<file path="config.mk">
export PLATFORM = sky130hd
export DESIGN_NAME = drd_front
export DESIGN_NICKNAME = d
export VERILOG_FILES = /design/src/hw/rtl/drd_pkg.sv /design/src/hw/rtl/drd_front.sv
export SDC_FILE = /design/constraint.sdc
export NUM_CORES = 1
export LEC_CHECK = 0
export ABC_AREA = 1
export BUFFER_PORTS_ARGS = -buffer_cell sky130_fd_sc_hd__buf_2
export CAP_MARGIN = 10
export CORE_ASPECT_RATIO = 1.25
export CORE_MARGIN = 2
export CORE_UTILIZATION = 41
export CTS_CLUSTER_SIZE = 16
export DETAILED_ROUTE_END_ITERATION = 6
export PLACE_DENSITY_LB_ADDON = 0.25
export SYNTH_ARGS = -nofsm -noshare
export SYNTH_HDL_FRONTEND = slang
export SYNTH_SLANG_ARGS = --single-unit
</file>
<file path="constraint.sdc">
create_clock -name aclk -period 4 [get_ports aclk]
set_input_delay 0.2 -clock aclk [delete_from_list [all_inputs] [get_ports aclk]]
set_output_delay 0.2 -clock aclk [all_outputs]
set_load 0.005 [all_outputs]
</file>
<file path="src/hw/rtl/drd_pkg.sv">
// ----------------------------------------------------------------------------
// drd_pkg
// Shared types, widths and helpers of the detection row decoder.
// ----------------------------------------------------------------------------
package drd_pkg;

    localparam int VALUE_W     = 32;
    localparam int ROW_IDX_W   = 14;
    localparam int CLASS_W     = 7;
    localparam int PIX_W       = 16;
    localparam int POS_W       = 8;
    localparam int CC_W        = 8;
    localparam int RC_W        = 15;
    localparam int THR_W       = 17;
    localparam int SCALE_W     = 24;
    // 2*a - b of two Q16.16 values, Q.17
    localparam int NUM_W       = VALUE_W + 2;
    localparam int PROD_W      = NUM_W + SCALE_W + 1;
    localparam int FRAC_SHIFT  = 33;
    localparam int QUOT_W      = PROD_W - FRAC_SHIFT;
    localparam int NUM_TERMS   = 4;
    localparam int QUEUE_DEPTH = 2;

    localparam int S_TDATA_W   = 32;
    localparam int M_TDATA_W   = 120;
    localparam int CFG_IDX_W   = 3;
    localparam int CFG_DATA_W  = 24;

    // configuration register indexes
    localparam logic [CFG_IDX_W-1:0] REG_CLASS_COUNT     = 3'd0;
    localparam logic [CFG_IDX_W-1:0] REG_ROW_COUNT       = 3'd1;
    localparam logic [CFG_IDX_W-1:0] REG_SCORE_THRESHOLD = 3'd2;
    localparam logic [CFG_IDX_W-1:0] REG_X_SCALE         = 3'd3;
    localparam logic [CFG_IDX_W-1:0] REG_Y_SCALE         = 3'd4;

    localparam logic [CC_W-1:0]    RST_CLASS_COUNT     = 8'd80;
    localparam logic [RC_W-1:0]    RST_ROW_COUNT       = 15'd8400;
    localparam logic [THR_W-1:0]   RST_SCORE_THRESHOLD = 17'd16384;
    localparam logic [SCALE_W-1:0] RST_X_SCALE         = 24'd65536;
    localparam logic [SCALE_W-1:0] RST_Y_SCALE         = 24'd65536;

    typedef struct packed {
        logic [CC_W-1:0]    class_count;
        logic [RC_W-1:0]    row_count;
        logic [THR_W-1:0]   score_threshold;
        logic [SCALE_W-1:0] x_scale;
        logic [SCALE_W-1:0] y_scale;
    } cfg_t;

    // one detection waiting for scaling; num holds 2x-w, 2y-h, 2w, 2h
    typedef struct packed {
        logic [ROW_IDX_W-1:0]                row_index;
        logic [CLASS_W-1:0]                  class_index;
        logic [VALUE_W-1:0]                  confidence;
        logic [NUM_TERMS-1:0][NUM_W-1:0]     num;
    } job_t;

    // packed so that row_index sits in the lowest bits
    typedef struct packed {
        logic [PIX_W-1:0]     box_height;
        logic [PIX_W-1:0]     box_width;
        logic [PIX_W-1:0]     box_top;
        logic [PIX_W-1:0]     box_left;
        logic [VALUE_W-1:0]   confidence;
        logic [CLASS_W-1:0]   class_index;
        logic [ROW_IDX_W-1:0] row_index;
    } result_t;

    // product / 2^33, truncated toward zero, saturated to 16 bits
    function automatic logic [PIX_W-1:0] sat_px(input logic signed [PROD_W-1:0] p);
        logic signed [PROD_W-1:0] bias;
        logic signed [PROD_W-1:0] sum;
        logic        [QUOT_W-1:0] q;
        bias = '0;
        if (p[PROD_W-1]) begin
            bias[FRAC_SHIFT-1:0] = '1;
        end
        sum = p + bias;
        q   = sum[PROD_W-1:FRAC_SHIFT];
        if ((&q[QUOT_W-1:PIX_W-1]) || !(|q[QUOT_W-1:PIX_W-1])) begin
            sat_px = q[PIX_W-1:0];
        end else if (q[QUOT_W-1]) begin
            sat_px = {1'b1, {(PIX_W-1){1'b0}}};
        end else begin
            sat_px = {1'b0, {(PIX_W-1){1'b1}}};
        end
    endfunction

endpackage

</file>
<file path="src/hw/rtl/drd_front.sv">
// ----------------------------------------------------------------------------
// drd_front
// Row tracker: stores the box values, keeps the arg-max over the scores and
// issues a job at the end of a row whose best score beats the threshold.
// ----------------------------------------------------------------------------
module drd_front #(
    parameter int MAX_CLASSES = 128,
    parameter int MAX_ROWS    = 16384
) (
    input  logic                            aclk,
    input  logic                            aresetn,
    input  drd_pkg::cfg_t                   cfg,
    input  logic                            in_accept,
    input  logic [drd_pkg::VALUE_W-1:0]     in_value,
    output logic                            push,
    output drd_pkg::job_t                   job
);
    import drd_pkg::*;

    localparam int LAST_W = ($clog2(MAX_CLASSES + 4) > POS_W) ? $clog2(MAX_CLASSES + 4) : POS_W;
    localparam int ROW_W  = (MAX_ROWS > 1) ? $clog2(MAX_ROWS) : 1;
    localparam int RLIM_W = ($clog2(MAX_ROWS + 1) > RC_W) ? $clog2(MAX_ROWS + 1) : RC_W;

    localparam logic [POS_W-1:0] POS_X           = 8'd0;
    localparam logic [POS_W-1:0] POS_Y           = 8'd1;
    localparam logic [POS_W-1:0] POS_W_BOX       = 8'd2;
    localparam logic [POS_W-1:0] POS_H_BOX       = 8'd3;
    localparam logic [POS_W-1:0] POS_FIRST_SCORE = 8'd4;

    logic [POS_W-1:0]          pos_reg;
    logic [ROW_W-1:0]          row_reg;
    logic signed [VALUE_W-1:0] cx_reg, cy_reg, w_reg, h_reg;
    logic signed [VALUE_W-1:0] best_reg, best_next;
    logic [CLASS_W-1:0]        cls_reg, cls_next;

    logic signed [VALUE_W-1:0] v;
    logic [LAST_W-1:0]         cc_ext, classes, last;
    logic [RLIM_W-1:0]         rc_ext, row_lim, row_inc;
    logic                      row_end, pass;

    assign v = $signed(in_value);

    // clamp the class and row counts into range
    always_comb begin
        cc_ext = LAST_W'(cfg.class_count);
        if (cfg.class_count == '0) begin
            classes = LAST_W'(1);
        end else if (cc_ext > LAST_W'(MAX_CLASSES)) begin
            classes = LAST_W'(MAX_CLASSES);
        end else begin
            classes = cc_ext;
        end
        last = classes + LAST_W'(3);

        rc_ext = RLIM_W'(cfg.row_count);
        if (cfg.row_count == '0) begin
            row_lim = RLIM_W'(1);
        end else if (rc_ext > RLIM_W'(MAX_ROWS)) begin
            row_lim = RLIM_W'(MAX_ROWS);
        end else begin
            row_lim = rc_ext;
        end
        row_inc = RLIM_W'(row_reg) + RLIM_W'(1);
    end

    always_comb begin
        best_next = best_reg;
        cls_next  = cls_reg;
        if (pos_reg == POS_FIRST_SCORE) begin
            best_next = v;
            cls_next  = '0;
        end else if (pos_reg > POS_FIRST_SCORE && v > best_reg) begin
            best_next = v;
            cls_next  = CLASS_W'(pos_reg - POS_FIRST_SCORE);
        end
        row_end = LAST_W'(pos_reg) >= last;
        pass    = $signed({best_next[VALUE_W-1], best_next}) >
                  $signed({{(VALUE_W + 1 - THR_W){1'b0}}, cfg.score_threshold});
    end

    assign push = in_accept && row_end && pass;

    always_comb begin
        job.row_index   = ROW_IDX_W'(row_reg);
        job.class_index = cls_next;
        job.confidence  = best_next;
        job.num[0] = $signed({cx_reg[VALUE_W-1], cx_reg, 1'b0})
                   - $signed({{2{w_reg[VALUE_W-1]}}, w_reg});
        job.num[1] = $signed({cy_reg[VALUE_W-1], cy_reg, 1'b0})
                   - $signed({{2{h_reg[VALUE_W-1]}}, h_reg});
        job.num[2] = {w_reg[VALUE_W-1], w_reg, 1'b0};
        job.num[3] = {h_reg[VALUE_W-1], h_reg, 1'b0};
    end

    always_ff @(posedge aclk) begin
        if (!aresetn) begin
            pos_reg <= '0;
            row_reg <= '0;
        end else if (in_accept) begin
            if (row_end) begin
                pos_reg <= '0;
                row_reg <= (row_inc >= row_lim) ? '0 : ROW_W'(row_inc);
            end else begin
                pos_reg <= pos_reg + POS_W'(1);
            end
        end
    end

    always_ff @(posedge aclk) begin
        if (in_accept) begin
            if (pos_reg == POS_X) begin
                cx_reg <= v;
            end
            if (pos_reg == POS_Y) begin
                cy_reg <= v;
            end
            if (pos_reg == POS_W_BOX) begin
                w_reg <= v;
            end
            if (pos_reg == POS_H_BOX) begin
                h_reg <= v;
            end
            best_reg <= best_next;
            cls_reg  <= cls_next;
        end
    end

endmodule

</file>
==> results.toml, run 1 <==
[outcome]
status = "finished with violations"
violations = "negative setup slack"

[detailed_routing]
ant_nets = 0
viasPerCell = 5.01
drt_iter0_drc = 576
wl_per_cell_um = 16.3
wl_um = 35300
num_vias = 10900
drc = 0
first_pass_iters = 7

[finish]
finalNonFillerCells = 2167
area_delta_synth_final_pct = 25.4
drive_gt1_share_pct = 26.0
fin_nets = 2019

[setup_path]
cp.required_ns = 3.80
critPathLaunchType = "register"
worstSetupPathType = "register to output pin"
endpoint_kind = "output pin"
max_stage_delay_ns = 0.36
crit_path_frequent_cell = "nand2_2"
cp_max_fo = 7
crit_buf_inv = 3
cp.arrival_ns = 4.08
cpMaxStageDelayCell = "edfxtp_1"
crit_family = "simple AND/OR/NAND/NOR gates"

[placement]
hpwl_um = 28700
gp_congestion = 0.907
io_buffer_count = 262
place_inst = 2115

[grt]
grtUsageTotal_pct = 21.3
grt_overflow_total = 0
grt_pass1_vias = 10600
use_met1_pct = 22.9
grt_antenna_before_repair = 8
grt_max_degree = 33
gr-usage-met2_pct = 40.4
top_usage_layer = "met2"
grt_pass1_wl_um = 52800
met3_usage_pct = 5.10

[timing]
whs_ns = 0.0451
setup-tns-final_ns = -0.278
hold_viol_final = 0
rsz0062_at_grt = "yes"
setup_ws_ns = -0.278
fin_crit_ns = 4.28
fin_crit_sh_pct = 107
slew_viol_final = 0
worst_slew_pin_slew_ns = 0.566
max_freq_mhz = 234
skew_ns = 0.0108
finalSetupViolCount = 1
slew_headroom_pct = 62.2

[power]
total_power_mw = 4.95
power_density_nw_per_um2 = 314
leakagePower_nw = 7.64
ir_worst_vdd_uv = 288

[clock_tree]
cts_tree = "built"
cts.clk_slew.worst_paths_ns = 0.07
cts_root_buf = "clkbuf_16"
clkSinkCount = 189
clk_latency_ns = 0.44
postCtsHoldBufs = 0
clockBufferDepth = 2
cts_made_buffers = 17
h-tree-depth = 4

[floorplan]
die_h_um = 200
core_um2 = 30100
io_pins = 313
start_util_pct = 41.8
rows = 71
fp.dieW_um = 161
die_area_um2 = 32100

[logic_synthesis]
ys_warn_count = 0
synth_edf_count = 167
synthesis.area_um2 = 12600
yosysUniqueCellTypes = 54
synthCells = 1411
synthTopCellsByArea = "edfxtp_1 40%, ha_1 15%, inv_1 7.6%"
avgSynthCellArea_um2 = 8.92
ys_ff_latch = 189
ys_seq_area_share_pct = 43.4
synth_area_leader_cell = "edfxtp_1"
ys_async_sr_fraction_pct = 0
synth_ff_type = "edfxtp_1"
synth_top_area_share_pct = 39.9

[hold_path]
hp-class = "primary input to register"

[job]
drv_cap = 0
==> area by class of cell <==
class	instances	area (µm²)
Antenna cell	5	12.5
Fill cell	2827	14300
Timing Repair Buffer	334	1860
Tap cell	401	502
Clock inverter	15	114
Sequential cell	189	5460
Inverter	257	965
Multi-Input combinational cell	949	6440
Clock buffer	17	425
==> cell usage after synthesis, types with 5 or more instances <==
cell,number
edfxtp_1,167
o21ai_0,64
dfxtp_1,22
inv_1,256
o21ai_1,7
nand3_1,53
a31oi_1,15
nor3b_1,5
a21o_1,7
nand2_1,253
xnor2_1,22
nand4_1,28
o21a_1,7
a21boi_1,8
nor2_1,86
nor3_1,18
a21oi_1,112
clkbuf_1,6
xor2_1,61
ha_1,146
buf_4,8
==> worst reg2reg max path, delay by kind of cell (launching register included) <==
family / cells / cell delay [ns]
buf+inv: 3 / 0.34
xor+xnor: 1 / 0.17
flops: 1 / 0.46
fa+ha+maj: 2 / 0.55
compound gates: 1 / 0.09
simple gates: 11 / 1.81
==> cell families after synthesis <==
| family | synth area share, % |
|---|---|
| compound gates | 11.3 |
| xor+xnor | 5.78 |
| fa+ha+maj | 14.8 |
| buf+inv | 8.67 |
| flops | 43.4 |
| other cells | 0.0298 |
| simple gates | 16.0 |
==> metal layers <==
| layer | routed length, µm | up-vias |
|---|---|---|
| met2 | 18300 | 277 |
| li1 | - | 5464 |
| met3 | 2000 | 69 |
| met5 | 23 | - |
| met4 | 1180 | 4 |
| met1 | 13800 | 5037 |
==> stage by stage <==
step           setup slack, ns  util [%]  cell area, µm²
2_1_floorplan            0.426         -           12600
5_1_grt                 -0.577      52.4           15800
4_1_cts                 -0.273      51.2           15400
3_5_place_dp            -0.116      49.0           14700
6_report                -0.278      52.4           15800
3_3_place_gp           -0.0667      49.0           14700
==> layout by cell type (no fill, tap or decap), types with 22 or more instances in the layout <==
| master | instances |
|---|---|
| o21ai_0 | 45 |
| nand4_1 | 28 |
| buf_2 | 262 |
| nor2_1 | 79 |
| xnor2_1 | 22 |
| buf_4 | 69 |
| a21oi_1 | 103 |
| nand3_1 | 48 |
| inv_1 | 246 |
| ha_1 | 134 |
| dfxtp_1 | 22 |
| edfxtp_1 | 167 |
| nand2_1 | 242 |
| xor2_1 | 61 |
==> path summary, 6_finish.rpt <==
kind                                                from                        to  slack (ns)  cells past startpoint
worst max-delay path              best_reg[15]$_DFFE_PP_                      push       -0.28                     28
worst min-delay path                        in_value[10]      cy_reg[10]$_DFFE_PP_        0.05                      1
worst max register to register   row_reg[0]$_SDFFE_PN0P_   row_reg[8]$_SDFFE_PN0P_        0.48                     18
worst min register to register  row_reg[13]$_SDFFE_PN0P_  row_reg[13]$_SDFFE_PN0P_        0.53                      2
==> power breakdown <==
group	leakage (nW)	switching, mW	total (mW)	internal (mW)
combinational	5.65	0.641	1.09	0.453
clock	0.255	0.772	1.58	0.804
sequential	1.73	0.0274	2.28	2.25
total	7.64	1.44	4.95	3.51
==> repair_timing <==
| action | in CTS | in global routing |
|---|---|---|
| resized for setup | 44 | 51 |
| endpoints found under the setup margin | 1 | 1 |
| setup buffers | 2 | 10 |
| pin swaps | 10 | 33 |
| gates cloned | 2 | 1 |
(Power assumes the default switching activity.)
==> run 2: changes to the inputs <==
CTS_BUF_LIST = sky130_fd_sc_hd__clkbuf_4 sky130_fd_sc_hd__clkbuf_8   (was default)
==> run 2 against run 1 <==
Total power decreased by 8.1%. Non-clock buffer count increased by 3. Via count increased by 0.18%. Highest routed layer unchanged. Maximum frequency decreased by 2.1%. The flow still finishes with violations (negative setup slack). Cell count about the same.
==> results.toml, run 2 (synthesized netlist as in run 1, its figures left out) <==
[outcome]
status = "finished with violations"
violations = "negative setup slack"

[finish]
layout_common_cells = "262 x buf_2, 245 x inv_1, 235 x nand2_1, 167 x edfxtp_1, 135 x ha_1"
drive_gt1_share_pct = 26.2
n_fill_cell = 2832
final_common_cell = "buf_2"
ff_latch_area_um2 = 5460
area_delta_synth_final_pct = 24.4
multi_input_area_um2 = 6480
post-route-util_pct = 52.0
fin_nets = 2022
final_area_um2 = 15700

[setup_path]
ff2ff_path_depth = 18
cp_max_fo = 7
critPathLaunchType = "register"
r2r_start = "row_reg[0]$_SDFFE_PN0P_"
cp.required_ns = 3.80
crit_path_frequent_cell = "nand2_1"
worstSetupPathType = "register to output pin"
r2r-end = "row_reg[12]$_SDFFE_PN0P_"
cp.arrival_ns = 4.17
endpoint_kind = "output pin"
rrSetupSlack_ns = 0.47
max_stage_delay_ns = 0.39
cpMaxStageDelayCell = "edfxtp_1"

[detailed_routing]
ant_nets = 0
drc = 0
first_pass_iters = 5
drt_iter0_drc = 542
viasPerCell = 5.01
wl_per_cell_um = 16.5
num_vias = 10900
wl_um = 35700

[hold_path]
hold_start = "in_value[6]"
holdPathEnd = "h_reg[6]$_DFFE_PP_"
hold_depth = 2
hp-class = "primary input to register"

[power]
ir_worst_vdd_uv = 200
total_power_mw = 4.54
leakagePower_nw = 7.58
p_clk_share_pct = 25.6
swShare_pct = 30.8
switching_power_mw = 1.40
p_int_mw = 3.14
p_comb_share_pct = 24.4
power_density_nw_per_um2 = 290
seqPwrFrac_pct = 50.1

[grt]
grt_antenna_before_repair = 7
grtUsageTotal_pct = 21.4
top_usage_layer = "met2"
grt_overflow_total = 0
grt_pass1_wl_um = 53000
grt_max_degree = 33
use_met1_pct = 22.9
met3_usage_pct = 5.12
gr-usage-met2_pct = 40.7
grt_pass1_vias = 10600

[timing]
fin_crit_sh_pct = 109
fin_crit_ns = 4.37
finalSetupViolCount = 1
slew_headroom_pct = 63.0
hold_viol_final = 0
whs_ns = 0.0334
rsz0062_at_grt = "yes"
skew_ns = 0.0156
slew_viol_final = 0
max_freq_mhz = 229
worst_slew_pin_slew_ns = 0.556
setup_ws_ns = -0.369

[clock_tree]
cts_tree = "built"
cts_root_buf = "clkbuf_8"
clk_latency_ns = 0.48
cts_made_buffers = 17
clockBufferDepth = 2
clkSinkCount = 189
cts.clk_slew.worst_paths_ns = 0.11
h-tree-depth = 4

[placement]
io_buffer_count = 262
gp_congestion = 0.907
hpwl_um = 28700
dpl_cell_area_um2 = 14700

[floorplan]
die_area_um2 = 32100
rows = 71
start_util_pct = 41.8
die_h_um = 200
io_pins = 313
fp.dieW_um = 161
core_um2 = 30100

[job]
drv_cap = 0
-- run 2: cell count changes in the layout (fill, tap and decap cells not counted), moves of 3 or more --
cell	before	now
nand2_1	242	235
o21ai_0	45	42
clkbuf_8	0	17
dlygate4sd3_1	0	5
o21ai_4	1	5
nand2_2	13	19
o21ai_2	16	12
clkbuf_16	17	0
o21ai_1	12	15
-- run 2: worst max-delay path: cells and delay by family (launching register included) --
kind | cells | cell delay [ns]
buf+inv | 4 | 0.30
flops | 1 | 0.39
simple gates | 20 | 1.77
fa+ha+maj | 2 | 0.50
compound gates | 5 | 0.70
-- run 2: worst max-delay path by stage --
stage,startpoint,slack (ns),to
2_1_floorplan,pos_reg[2]$_SDFFE_PN0P_,0.43,cx_reg[0]$_DFFE_PP_
3_3_place_gp,best_reg[31]$_DFFE_PP_,-0.07,push
3_5_place_dp,best_reg[31]$_DFFE_PP_,-0.12,push
4_1_cts,best_reg[1]$_DFFE_PP_,-0.35,push
5_1_grt,best_reg[15]$_DFFE_PP_,-0.75,push
6_report,best_reg[13]$_DFFE_PP_,-0.37,push
-- run 2: layout make-up --
type	count	share of cell area (%)
tap	401	3.20
inverter	257	6.16
timing repair buffer	337	12.1
clock buffer	17	1.49
sequential	189	34.8
antenna	4	0.0639
clock inverter	15	0.727
multi-input combinational	949	41.4
-- run 2: through the flow --
step           instances  setup TNS [ns]  worst slack, ns
2_1_floorplan       1412               0            0.426
3_3_place_gp        2115         -0.0667          -0.0667
3_5_place_dp        2115          -0.116           -0.116
4_1_cts             2156          -0.349           -0.349
5_1_grt             2169          -0.753           -0.753
6_report            2169          -0.369           -0.369
-- run 2: per-layer routing --
| metal | wire, µm | vias to the layer above |
|---|---|---|
| met5 | 23 | - |
| met4 | 1120 | 4 |
| met3 | 2100 | 69 |
| met2 | 18600 | 297 |
| met1 | 13900 | 5045 |
| li1 | - | 5455 |
-- run 2: timing repair --
item                                   CTS  global route
cloned                                   2             1
resized for setup                       44            66
endpoints found under the hold margin   14             0
setup buffers                            2             8
hold buffers                             5             0
pin swaps                               15            35
setup endpoints to repair                1             1
-- run 2: power groups by stage --
stage	Combinational, mW	Clock, mW	Sequential [mW]
2_1_floorplan	0.579	0	2.32
3_3_place_gp	1.00	0	2.32
3_5_place_dp	1.02	0	2.32
4_1_cts	1.05	1.19	2.27
5_1_grt	1.24	1.26	2.28
6_report	1.11	1.16	2.27
