===== src/hw/rtl/drd_pkg.sv =====
// ----------------------------------------------------------------------------
// drd_pkg
// Shared types, widths and helpers of the detection row decoder.
// ----------------------------------------------------------------------------
package drd_pkg;

    localparam int VALUE_W     = 32;
    localparam int ROW_IDX_W   = 14;
    localparam int CLASS_W     = 7;
    localparam int PIX_W       = 16;
    localparam int POS_W       = 8;
    localparam int CC_W        = 8;
    localparam int RC_W        = 15;
    localparam int THR_W       = 17;
    localparam int SCALE_W     = 24;
    // 2*a - b of two Q16.16 values, Q.17
    localparam int NUM_W       = VALUE_W + 2;
    localparam int PROD_W      = NUM_W + SCALE_W + 1;
    localparam int FRAC_SHIFT  = 33;
    localparam int QUOT_W      = PROD_W - FRAC_SHIFT;
    localparam int NUM_TERMS   = 4;
    localparam int QUEUE_DEPTH = 2;

    localparam int S_TDATA_W   = 32;
    localparam int M_TDATA_W   = 120;
    localparam int CFG_IDX_W   = 3;
    localparam int CFG_DATA_W  = 24;

    // configuration register indexes
    localparam logic [CFG_IDX_W-1:0] REG_CLASS_COUNT     = 3'd0;
    localparam logic [CFG_IDX_W-1:0] REG_ROW_COUNT       = 3'd1;
    localparam logic [CFG_IDX_W-1:0] REG_SCORE_THRESHOLD = 3'd2;
    localparam logic [CFG_IDX_W-1:0] REG_X_SCALE         = 3'd3;
    localparam logic [CFG_IDX_W-1:0] REG_Y_SCALE         = 3'd4;

    localparam logic [CC_W-1:0]    RST_CLASS_COUNT     = 8'd80;
    localparam logic [RC_W-1:0]    RST_ROW_COUNT       = 15'd8400;
    localparam logic [THR_W-1:0]   RST_SCORE_THRESHOLD = 17'd16384;
    localparam logic [SCALE_W-1:0] RST_X_SCALE         = 24'd65536;
    localparam logic [SCALE_W-1:0] RST_Y_SCALE         = 24'd65536;

    typedef struct packed {
        logic [CC_W-1:0]    class_count;
        logic [RC_W-1:0]    row_count;
        logic [THR_W-1:0]   score_threshold;
        logic [SCALE_W-1:0] x_scale;
        logic [SCALE_W-1:0] y_scale;
    } cfg_t;

    // one detection waiting for scaling; num holds 2x-w, 2y-h, 2w, 2h
    typedef struct packed {
        logic [ROW_IDX_W-1:0]                row_index;
        logic [CLASS_W-1:0]                  class_index;
        logic [VALUE_W-1:0]                  confidence;
        logic [NUM_TERMS-1:0][NUM_W-1:0]     num;
    } job_t;

    // packed so that row_index sits in the lowest bits
    typedef struct packed {
        logic [PIX_W-1:0]     box_height;
        logic [PIX_W-1:0]     box_width;
        logic [PIX_W-1:0]     box_top;
        logic [PIX_W-1:0]     box_left;
        logic [VALUE_W-1:0]   confidence;
        logic [CLASS_W-1:0]   class_index;
        logic [ROW_IDX_W-1:0] row_index;
    } result_t;

    // product / 2^33, truncated toward zero, saturated to 16 bits
    function automatic logic [PIX_W-1:0] sat_px(input logic signed [PROD_W-1:0] p);
        logic signed [PROD_W-1:0] bias;
        logic signed [PROD_W-1:0] sum;
        logic        [QUOT_W-1:0] q;
        bias = '0;
        if (p[PROD_W-1]) begin
            bias[FRAC_SHIFT-1:0] = '1;
        end
        sum = p + bias;
        q   = sum[PROD_W-1:FRAC_SHIFT];
        if ((&q[QUOT_W-1:PIX_W-1]) || !(|q[QUOT_W-1:PIX_W-1])) begin
            sat_px = q[PIX_W-1:0];
        end else if (q[QUOT_W-1]) begin
            sat_px = {1'b1, {(PIX_W-1){1'b0}}};
        end else begin
            sat_px = {1'b0, {(PIX_W-1){1'b1}}};
        end
    endfunction

endpackage


===== src/hw/rtl/drd_queue.sv =====
// ----------------------------------------------------------------------------
// drd_queue
// Short job queue between the row tracker and the scaling engine.
// ----------------------------------------------------------------------------
module drd_queue (
    input  logic            aclk,
    input  logic            aresetn,
    input  logic            push,
    input  drd_pkg::job_t   push_job,
    input  logic            pop,
    output logic            full,
    output logic            not_empty,
    output drd_pkg::job_t   head
);
    import drd_pkg::*;

    localparam int PTR_W = (QUEUE_DEPTH > 1) ? $clog2(QUEUE_DEPTH) : 1;
    localparam int CNT_W = $clog2(QUEUE_DEPTH + 1);

    job_t             slots_reg [QUEUE_DEPTH];
    logic [PTR_W-1:0] wr_ptr_reg, rd_ptr_reg;
    logic [CNT_W-1:0] count_reg;

    assign full      = count_reg == CNT_W'(QUEUE_DEPTH);
    assign not_empty = count_reg != '0;
    assign head      = slots_reg[rd_ptr_reg];

    function automatic logic [PTR_W-1:0] ptr_inc(input logic [PTR_W-1:0] p);
        ptr_inc = (p == PTR_W'(QUEUE_DEPTH - 1)) ? '0 : p + PTR_W'(1);
    endfunction

    always_ff @(posedge aclk) begin
        if (!aresetn) begin
            wr_ptr_reg <= '0;
            rd_ptr_reg <= '0;
            count_reg  <= '0;
        end else begin
            if (push) begin
                wr_ptr_reg <= ptr_inc(wr_ptr_reg);
            end
            if (pop) begin
                rd_ptr_reg <= ptr_inc(rd_ptr_reg);
            end
            if (push && !pop) begin
                count_reg <= count_reg + CNT_W'(1);
            end else if (pop && !push) begin
                count_reg <= count_reg - CNT_W'(1);
            end
        end
    end

    always_ff @(posedge aclk) begin
        if (push) begin
            slots_reg[wr_ptr_reg] <= push_job;
        end
    end

endmodule


===== config.mk =====
export PLATFORM = sky130hd
export DESIGN_NAME = drd_queue
export DESIGN_NICKNAME = d
export VERILOG_FILES = /design/src/hw/rtl/drd_pkg.sv /design/src/hw/rtl/drd_queue.sv
export SDC_FILE = /design/constraint.sdc
export NUM_CORES = 1
export LEC_CHECK = 0
export ABC_AREA = 0
export BUFFER_PORTS_ARGS = -buffer_cell sky130_fd_sc_hd__clkbuf_2
export CORE_ASPECT_RATIO = 0.5
export CORE_MARGIN = 5
export CORE_UTILIZATION = 45
export DETAILED_ROUTE_END_ITERATION = 10
export GPL_TIMING_DRIVEN = 0
export PLACE_DENSITY = 0.7
export SLEW_MARGIN = 20
export SYNTH_ARGS = -nofsm -noshare
export SYNTH_HDL_FRONTEND = slang
export SYNTH_SLANG_ARGS = --single-unit

===== constraint.sdc =====
create_clock -name aclk -period 22.1 [get_ports aclk]
set_input_delay 1.105 -clock aclk [delete_from_list [all_inputs] [get_ports aclk]]
set_output_delay 1.105 -clock aclk [all_outputs]
set_load 0.005 [all_outputs]

==> summary.md, run 1 <==
| Metric | Value |
|---|---|
| Final min period | `2.99 ns` |
| Cell row count | `between 40 and 50` |
| Vias in the first global route | `7905` |
| Max clock buf depth | `3` |
| Final HPWL DP | `around 24 mm` |
| Filler cells | `2468` |
| Routed vias | `7225` |
| Final setup fails | `0` |
| Final Util | `between 50 and 60%` |
| Num CTS Buffers | `36` |
| WP data required | `21.00 ns` |
| Max FFs per register | `378` |
| Drt drc | `0` |
| Leakage power figure | `7.12 nW` |
| Final Slew Violations | `0` |
| Hold_buf cts | `0` |
| Syn nets | `804` |
| Dpl ws | `19.22 ns` |
| Final wirelength | `32.1 mm` |
| NetSw | `0.353 mW` |
| Detailed Routing Iterations Pass 1 | `4` |
| Share of cells above drive strength 1 | `61.5%` |
| I/O pin count | `roughly 380` |
| Largest net degree at the start of global routing | `47` |
| Vias per cell | `approximately 4.8` |
| Crit Path Class | `flip-flop to primary output` |
| Total power | `1.63 mW` |
| First-pass GRT wire length | `46.9 mm` |
| CTS tree | `yes` |
| Slew @ Worst Pin | `~0.31 ns` |
| Worst setup EP type | `primary output` |
| Worst Path Buf+Inv | `4` |
| Synth warnings | `0` |
| Clock power frac | `37.0%` |
| Gpl congestion | `0.780` |
| Root Driver | `clkbuf_16` |
| Power share of the sequential group | `52.0%` |
| Gate power share | `11.0%` |
| Post-CTS sizing | `0` |
| Number of I/O port buffers | `383` |
| Wirelength per Cell | `21.3 um` |
| Final worst slack | `19.11 ns` |
| Synth Area per Inst | `23.4 um^2` |
| Worst min-delay path class | `flip-flop to flip-flop` |
| Largest fanout on the critical path | `10` |
| Area added between synthesis and finish | `27.2%` |
| Status | `finished clean` |
| Seq cells post-synth | `383` |
| CP Cell Sequence | `buf_6 > buf_6 > buf_6 > mux2_4 > clkbuf_2` |
| Setup Fix Bufs, Post-CTS | `0` |
| Final Hold Vio Count | `0` |
| Die width | `262 um` |
| CP most frequent cell | `buf_6` |
| Largest incremental delay on the critical path | `0.32 ns` |
| Worst VDD drop | `between 0.00005 and 0.00006 V` |
| CP top delay family | `buffers and inverters` |
| Startpoint types | `flip-flop` |
| Pwr Density | `89.8 nW/um^2` |
| Routed Antenna Nets | `0` |
| Synth Instances | `610` |
| Clock latency on the worst-skew pair | `0.52 ns` |
| Die Y-Extent | `136 um` |
| Synth unique cells | `17` |
| H-tree Lvls | `2` |
| DR iter-0 viols | `351` |
| Clock transition at path regs | `0.06 ns` |
| Initial Util | `45.3%` |
| TNS Setup | `0 ns` |
| Slew headroom | `roughly 79%` |
| Initial antenna violation count | `4` |
| Number of max-cap violations | `0` |
| Overflow after GRT | `0` |
| Max frequency | `334 MHz` |
| Core area | `31500 um^2` |
| Slowest-stage cell, CP | `dfxtp_1` |
| Switching share of power | `21.6%` |
| Setup Skew | `0.00691 ns` |
| Die area | `~36000 um^2` |
| Share of the yosys chip area belonging to registers | `80.3%` |
| RSZ-0062 raised after global routing | `false` |
| Post-Syn Area | `14300 um^2` |
| Final Net Count | `1237` |
| Clock sink count | `383` |
| Final worst-path cycle share | `13.5%` |
| All-Layer GR Usage | `17.4%` |
| Power Internal | `1.28 mW` |
| CP arrival | `1.89 ns` |
[final timing paths]
| kind | startpoint | end | slack (ns) | depth (start not counted) |
|---|---|---|---|---|
| max reg2reg | wr_ptr_reg | slots_reg[1][110] | 20.10 | 4 |
| min reg2reg | count_reg[1] | count_reg[1] | 0.55 | 2 |
| max | flip-flop | head[78] | 19.11 | 5 |
| min | count_reg[1] | count_reg[1] | 0.55 | 2 |
[metrics by stage]
stage	hold WS, ns	cells	instance area (um^2)
finish	0.555	1506	18200
global route	0.590	1506	18200
CTS	0.556	1502	18100
detailed placement	0.549	1437	17000
global placement	0.481	1425	16700
floorplan	0.468	610	14300
[power groups by stage]
stage	logic [mW]	clock network [mW]	registers, mW
floorplan	0.0928	0	0.871
detailed placement	0.182	0	0.864
global placement	0.170	0	0.877
global route	0.191	0.656	0.851
finish	0.179	0.604	0.849
CTS	0.183	0.621	0.849
[routing by layer]
metal	wire (um)	GRT usage (%)	up-vias
met5	0	0	-
met4	1070	6.47	0
met3	1240	3.19	70
met2	18200	32.7	164
met1	11600	19.8	3677
li1	-	-	3314
[layout make-up]
class	count	area (um^2)	area share (%)
Clock buffer	44	952	5.25
Antenna cell	4	10.0	0.0551
Buffer	21	193	1.06
Inverter	1	3.75	0.0207
Sequential cell	383	11500	63.1
Multi-Input combinational cell	205	2630	14.5
Timing Repair Buffer	395	2190	12.0
Clock inverter	21	186	1.03
Tap cell	432	541	2.98
[synthesized netlist by cell type]
library cell | count | area (um^2)
mux2_4 | 100 | 1500
or3_1 | 1 | 6.26
and2_1 | 4 | 25.0
dfxtp_1 | 5 | 100
inv_1 | 1 | 3.75
xnor2_1 | 1 | 8.76
xor2_1 | 2 | 17.5
buf_6 | 14 | 158
o21ai_0 | 1 | 5.00
a21boi_0 | 1 | 7.51
nor2b_1 | 3 | 18.8
or2_2 | 1 | 6.26
mux2_2 | 89 | 1000
o21a_1 | 1 | 7.51
ha_1 | 1 | 12.5
edfxtp_1 | 378 | 11400
buf_2 | 7 | 35.0
[cells in the final DEF (no fill, tap or decap), types with 2 or more instances in the layout]
master / n
clkinv_2: 5
diode_2: 4
clkinvlp_4: 2
and2_1: 3
bufinv_16: 3
mux2_2: 89
xor2_1: 2
nor2b_1: 2
inv_6: 2
clkbuf_2: 383
buf_16: 4
clkbuf_16: 37
buf_2: 7
dfxtp_1: 5
mux2_4: 100
buf_12: 8
buf_6: 14
clkinv_1: 8
edfxtp_1: 378
clkbuf_1: 7
[worst reg2reg max path, delay by kind of cell, from the launching register on]
family	cells	cell delay (ns)
buffers and inverters	3	0.86
DFF	1	0.40
and+or+nand+nor	1	0.37
[logic make-up (layout without fill, tap and decap cells)]
family / after synthesis / count (layout) / synth area share [%]
muxes: 189 / 189 / 17.5
adders and majority gates: 1 / 1 / 0.0877
DFF: 383 / 383 / 80.3
other: 0 / 4 / 0
xor gates and xnor gates: 3 / 3 / 0.184
and+or+nand+nor: 9 / 9 / 0.395
AOI/OAI and AO/OA: 3 / 3 / 0.140
buffers and inverters: 22 / 482 / 1.38
No activity file was read; power rests on OpenSTA's default activity.
==> run 2: changes to the inputs <==
--- a/config.mk
+++ b/config.mk
@@ -12,7 +12,7 @@
 export CORE_UTILIZATION = 45
 export DETAILED_ROUTE_END_ITERATION = 10
 export GPL_TIMING_DRIVEN = 0
-export PLACE_DENSITY = 0.7
+export PLACE_DENSITY = 0.73
 export SLEW_MARGIN = 20
 export SYNTH_ARGS = -nofsm -noshare
 export SYNTH_HDL_FRONTEND = slang
==> constraint.sdc (replaced) <==
create_clock -name aclk -period 2.47 [get_ports aclk]
set_input_delay 0.1235 -clock aclk [delete_from_list [all_inputs] [get_ports aclk]]
set_output_delay 0.1235 -clock aclk [all_outputs]
set_load 0.005 [all_outputs]
==> run 2 against run 1 <==
  * Sequential power rose to 9.0 times the previous value
  * Cell count grew 13%
  * Flip-flop and latch count is the same
  * Clock power grew to 9.4 times the previous value
  * Sequential share of layout area decreased by 6.2 points
  * Power rose to 9.3 times the previous value
  * Critical path type is now flip-flop to flip-flop
  * Largest power group unchanged
==> summary.md, run 2 (same netlist as run 1, synthesis figures left out) <==
| Metric | Value |
|---|---|
| Routed vias | `8150` |
| Area added between synthesis and finish | `41.2%` |
| H-tree Lvls | `2` |
| Clock power frac | `about 37%` |
| Power share of the sequential group | `approximately half` |
| Power Internal | `roughly 12 mW` |
| Crit Path Class | `flip-flop to flip-flop` |
| Detailed Routing Iterations Pass 1 | `4` |
| Initial antenna violation count | `1` |
| I/O pin count | `384` |
| All-Layer GR Usage | `19.2%` |
| Worst setup EP type | `flip-flop` |
| Final Net Count | `about 1400` |
| Crit path from | `wr_ptr_reg` |
| Worst Path Buf+Inv | `5` |
| WP data required | `2.69 ns` |
| CP Cell Sequence | `nor2b_4 > buf_16 > buf_16 > buf_12 > buf_16 > buf_16` |
| Cell row count | `46` |
| NetSw | `3.28 mW` |
| Most frequent cells in the layout | `clkbuf_2 (383), edfxtp_1 (378), dlygate4sd3_1 (192)` |
| Num CTS Buffers | `36` |
| Commonest non-fill, non-tap cell in the layout | `clkbuf_2` |
| DR iter-0 viols | `roughly 490` |
| Final HPWL DP | `23.8 mm` |
| CP arrival | `2.53 ns` |
| Core area | `about 31000 um^2` |
| Root Driver | `clkbuf_16` |
| Slew headroom | `44.7%` |
| Vias in the first global route | `8995` |
| Pwr Density | `751 nW/um^2` |
| Worst VDD drop | `0.000571 V` |
| Die Y-Extent | `136 um` |
| Final wirelength | `35.4 mm` |
| Status | `finished clean` |
| Startpoint types | `flip-flop` |
| Routed Antenna Nets | `0` |
| Clock sink count | `383` |
| Reg2Reg Launch Point | `wr_ptr_reg` |
| Worst hold slack | `0.147 ns` |
| Gpl congestion | `0.775` |
| Filler cells | `2169` |
| First-pass GRT wire length | `51.9 mm` |
| Final Util | `64.0%` |
| Leakage power figure | `7.96 nW` |
| Vias per cell | `between 4 and 5` |
| Max FFs per register | `between 300 and 400` |
| Initial Util | `45.3%` |
| Number of I/O port buffers | `383` |
| Largest incremental delay on the critical path | `around 0.65 ns` |
| Final Hold Vio Count | `0` |
| Post-CTS sizing | `0` |
| Final min period | `2.31 ns` |
| Min-delay src | `push` |
| Setup Skew | `0.0170 ns` |
| RSZ-0062 raised after global routing | `false` |
| Gate power share | `12.5%` |
| Final worst-path cycle share | `93.5%` |
| Max frequency | `433 MHz` |
| Wirelength per Cell | `20.9 um` |
| Overflow after GRT | `0` |
| Final setup fails | `0` |
| Largest net degree at the start of global routing | `between 50 and 60` |
| Final Slew Violations | `0` |
| CP top delay family | `buffers and inverters` |
| Die width | `262 um` |
| Clock latency on the worst-skew pair | `between 0.5 and 0.6 ns` |
| Switching share of power | `21.7%` |
| Die area | `35600 um^2` |
| Drt drc | `0` |
| Clock transition at path regs | `0.07 ns` |
| Share of cells above drive strength 1 | `between 50% and 60%` |
| CTS tree | `yes` |
| Slew @ Worst Pin | `0.827 ns` |
| Slowest-stage cell, CP | `nor2b_4` |
| CP most frequent cell | `buf_16` |
| Worst min-delay path class | `input pin to flip-flop` |
| Number of max-cap violations | `0` |
| Max clock buf depth | `3` |
| Largest fanout on the critical path | `25` |
[run 2: what timing repair did]
action | in CTS | in global routing
buffers inserted | 0 | 0
hold buffers | 192 | 0
hold endpoints to repair | 383 | 0
[run 2: area by class of cell]
type / instances / area, um^2 / share of cell area, %
Antenna cell: 2 / 5.00 / 0.0248
Clock buffer: 42 / 945 / 4.69
Sequential cell: 383 / 11500 / 56.8
Clock inverter: 22 / 250 / 1.24
Buffer: 21 / 193 / 0.956
Multi-Input combinational cell: 205 / 2630 / 13.0
Tap cell: 432 / 541 / 2.68
Timing Repair Buffer: 587 / 4130 / 20.5
Inverter: 1 / 3.75 / 0.0186
[run 2: power groups by stage]
stage / Combinational, mW / Clock, mW / Sequential (mW)
4_1_cts: 1.90 / 5.77 / 7.60
3_5_place_dp: 1.63 / 0 / 7.74
2_1_floorplan: 0.832 / 0 / 7.73
6_report: 1.89 / 5.65 / 7.60
5_1_grt: 2.00 / 6.08 / 7.62
3_3_place_gp: 1.51 / 0 / 7.76
[run 2: worst paths after layout]
path,end,slack (ns),cells past startpoint
hold / removal,count_reg[1],0.15,4
hold reg to reg,count_reg[1],0.55,2
setup reg to reg,slots_reg[0][83],0.16,6
setup / recovery,slots_reg[0][83],0.16,6
[run 2: layer usage]
metal  vias up  routed length (um)  GRT usage [%]
met2       188               20600           38.2
met3        83                1090           2.82
met1      4186               12400           20.6
met5         -                   0              0
met4         0                1240           7.43
li1       3693                   -              -
[run 2: worst min-delay path, cell delays in order]
cell,delay (ns)
clkbuf_2,0.12
ha_1,0.19
or3_1,0.11
a21boi_0,0.07
[run 2: metrics by stage]
| stage | area [um^2] | power, mW | worst slack, ns | cells | setup TNS [ns] |
|---|---|---|---|---|---|
| 5_1_grt | 20100 | 15.7 | 0.0154 | 1694 | 0 |
| 2_1_floorplan | 14300 | 8.57 | -1.08 | 610 | -326.65 |
| 3_5_place_dp | 17000 | 9.37 | 0.149 | 1437 | 0 |
| 3_3_place_gp | 16700 | 9.27 | -2.49 | 1425 | -806.40 |
| 4_1_cts | 20100 | 15.3 | 0.140 | 1693 | 0 |
| 6_report | 20100 | 15.1 | 0.159 | 1695 | 0 |
==> run 3: changes to the inputs <==
--- a/config.mk
+++ b/config.mk
@@ -13,6 +13,7 @@
 export DETAILED_ROUTE_END_ITERATION = 10
 export GPL_TIMING_DRIVEN = 0
 export PLACE_DENSITY = 0.73
+export REMOVE_ABC_BUFFERS = 1
 export SLEW_MARGIN = 20
 export SYNTH_ARGS = -nofsm -noshare
 export SYNTH_HDL_FRONTEND = slang
==> run 3 against run 2 <==
  * Routed wire length is 0.69% higher
  * Largest cell class unchanged
  * Critical endpoint is now head[130]
  * Core utilization is 0.056 points lower
  * Via count grew 0.40%
  * Critical path type is now flip-flop to primary output
  * Clock power shrank 1%
  * Global-route usage up 0.17 points
==> summary.md, run 3 (same netlist as run 1, synthesis figures left out) <==
| Metric | Value |
|---|---|
| CTS tree | `yes` |
| I/O pin count | `about 380` |
| Final worst-path cycle share | `97.0%` |
| Worst min-delay path class | `input pin to flip-flop` |
| Crit Path Class | `flip-flop to primary output` |
| Final min period | `roughly 2.4 ns` |
| DR iter-0 viols | `481` |
| Largest fanout on the critical path | `40` |
| Gpl congestion | `0.785` |
| First-pass GRT wire length | `52.6 mm` |
| Drt drc | `0` |
| Initial antenna violation count | `3` |
| Routed vias | `8183` |
| Worst setup EP type | `primary output` |
| Placed cells | `1421` |
| Max clock buf depth | `3` |
| Final HPWL DP | `approximately 23 mm` |
| Root Driver | `clkbuf_16` |
| Slew @ Worst Pin | `roughly 0.46 ns` |
| Final wirelength | `35.6 mm` |
| Overflow after GRT | `0` |
| Most frequent cells in the layout | `clkbuf_2 (383), edfxtp_1 (378), dlygate4sd3_1 (192)` |
| Share of cells above drive strength 1 | `between 50% and 60%` |
| Setup Skew | `0.0175 ns` |
| Die width | `262 um` |
| Wirelength per Cell | `21.2 um` |
| CP arrival | `2.27 ns` |
| Number of I/O port buffers | `383` |
| Largest net degree at the start of global routing | `49` |
| Routed Antenna Nets | `0` |
| Number of max-cap violations | `0` |
| WP data required | `approximately 2.4 ns` |
| Worst VDD drop | `0.000594 V` |
| Vias per cell | `4.87` |
| Cell row count | `46` |
| Detailed Routing Iterations Pass 1 | `5` |
| Clock transition at path regs | `0.06 ns` |
| Clock latency on the worst-skew pair | `0.52 ns` |
| H-tree Lvls | `2` |
| Slew headroom | `69.1%` |
| Num CTS Buffers | `35` |
| Status | `finished clean` |
| Worst hold slack | `around 0.09 ns` |
| Core area | `about 31000 um^2` |
| Leakage power figure | `just under 8 nW` |
| Initial Util | `45.3%` |
| Final setup fails | `0` |
| Final Util | `63.9%` |
| Startpoint types | `flip-flop` |
| Die Y-Extent | `136 um` |
| Pwr Density | `approximately 750 nW/um^2` |
| Area added between synthesis and finish | `41.1%` |
| Post-Layout Cell Count | `1682` |
| Clock sink count | `383` |
| All-Layer GR Usage | `19.4%` |
| RSZ-0062 raised after global routing | `false` |
| Max FFs per register | `378` |
| Final Slew Violations | `0` |
| Final Hold Vio Count | `0` |
| Vias in the first global route | `about 9000` |
| Final Net Count | `1416` |
| Commonest non-fill, non-tap cell in the layout | `clkbuf_2` |
| Max frequency | `417 MHz` |
| Die area | `approximately 36000 um^2` |
## run 3: power by group
part | internal (mW) | switching [mW] | leakage, nW
Combinational | 1.06 | 0.838 | 3.77
Clock | 3.26 | 2.33 | 0.564
Sequential | 7.51 | 0.0910 | 3.59
## run 3: worst max-delay path, stage by stage (launching register included)
cell and delay, ns:
dfxtp_4 0.37, buf_16 0.24, buf_16 0.31, clkbuf_16 0.30, mux2_4 0.31, clkbuf_2 0.14
## run 3: layout make-up
type,instances,area (um^2)
Clock inverter,17,205
Antenna cell,4,10.0
Inverter,1,3.75
Multi-Input combinational cell,205,2640
Clock buffer,44,952
Timing Repair Buffer,596,4320
Fill cell,2174,11400
Tap cell,432,541
Sequential cell,383,11500
## run 3: worst paths after layout
| check | end | cells past startpoint | slack, ns | from |
|---|---|---|---|---|
| hold reg to reg | count_reg[1] | 2 | 0.54 | count_reg[1] |
| setup reg to reg | slots_reg[0][51] | 6 | 0.58 | wr_ptr_reg |
| hold / removal | slots_reg[0][56] | 2 | 0.09 | push |
| setup / recovery | head[130] | 5 | 0.07 | flip-flop |
## run 3: repair_timing
action,in CTS,in global routing
buffers inserted,3,0
endpoints found under the hold margin,383,0
setup endpoints to repair,113,37
gates cloned,0,1
pin swaps,0,0
hold buffers,192,0
resized for setup,4,0
## run 3: stage by stage
step / worst slack, ns / setup TNS (ns) / total power [mW] / area, um^2
6_report: 0.0745 / 0 / 15.1 / 20100
5_1_grt: 0.00824 / 0 / 15.7 / 20100
4_1_cts: 0.00836 / 0 / 15.2 / 20100
3_5_place_dp: 0.0266 / 0 / 9.34 / 17000
3_3_place_gp: -11.27 / -4322.51 / 9.56 / 16500
2_1_floorplan: -6.93 / -2618.93 / 8.75 / 14100
## run 3: metal layers
layer	up-vias	global-route usage [%]	wire length, um
met4	0	6.44	1020
met3	71	2.67	1230
met5	-	0	0
li1	3681	-	-
met2	200	36.5	20100
met1	4231	23.1	13300
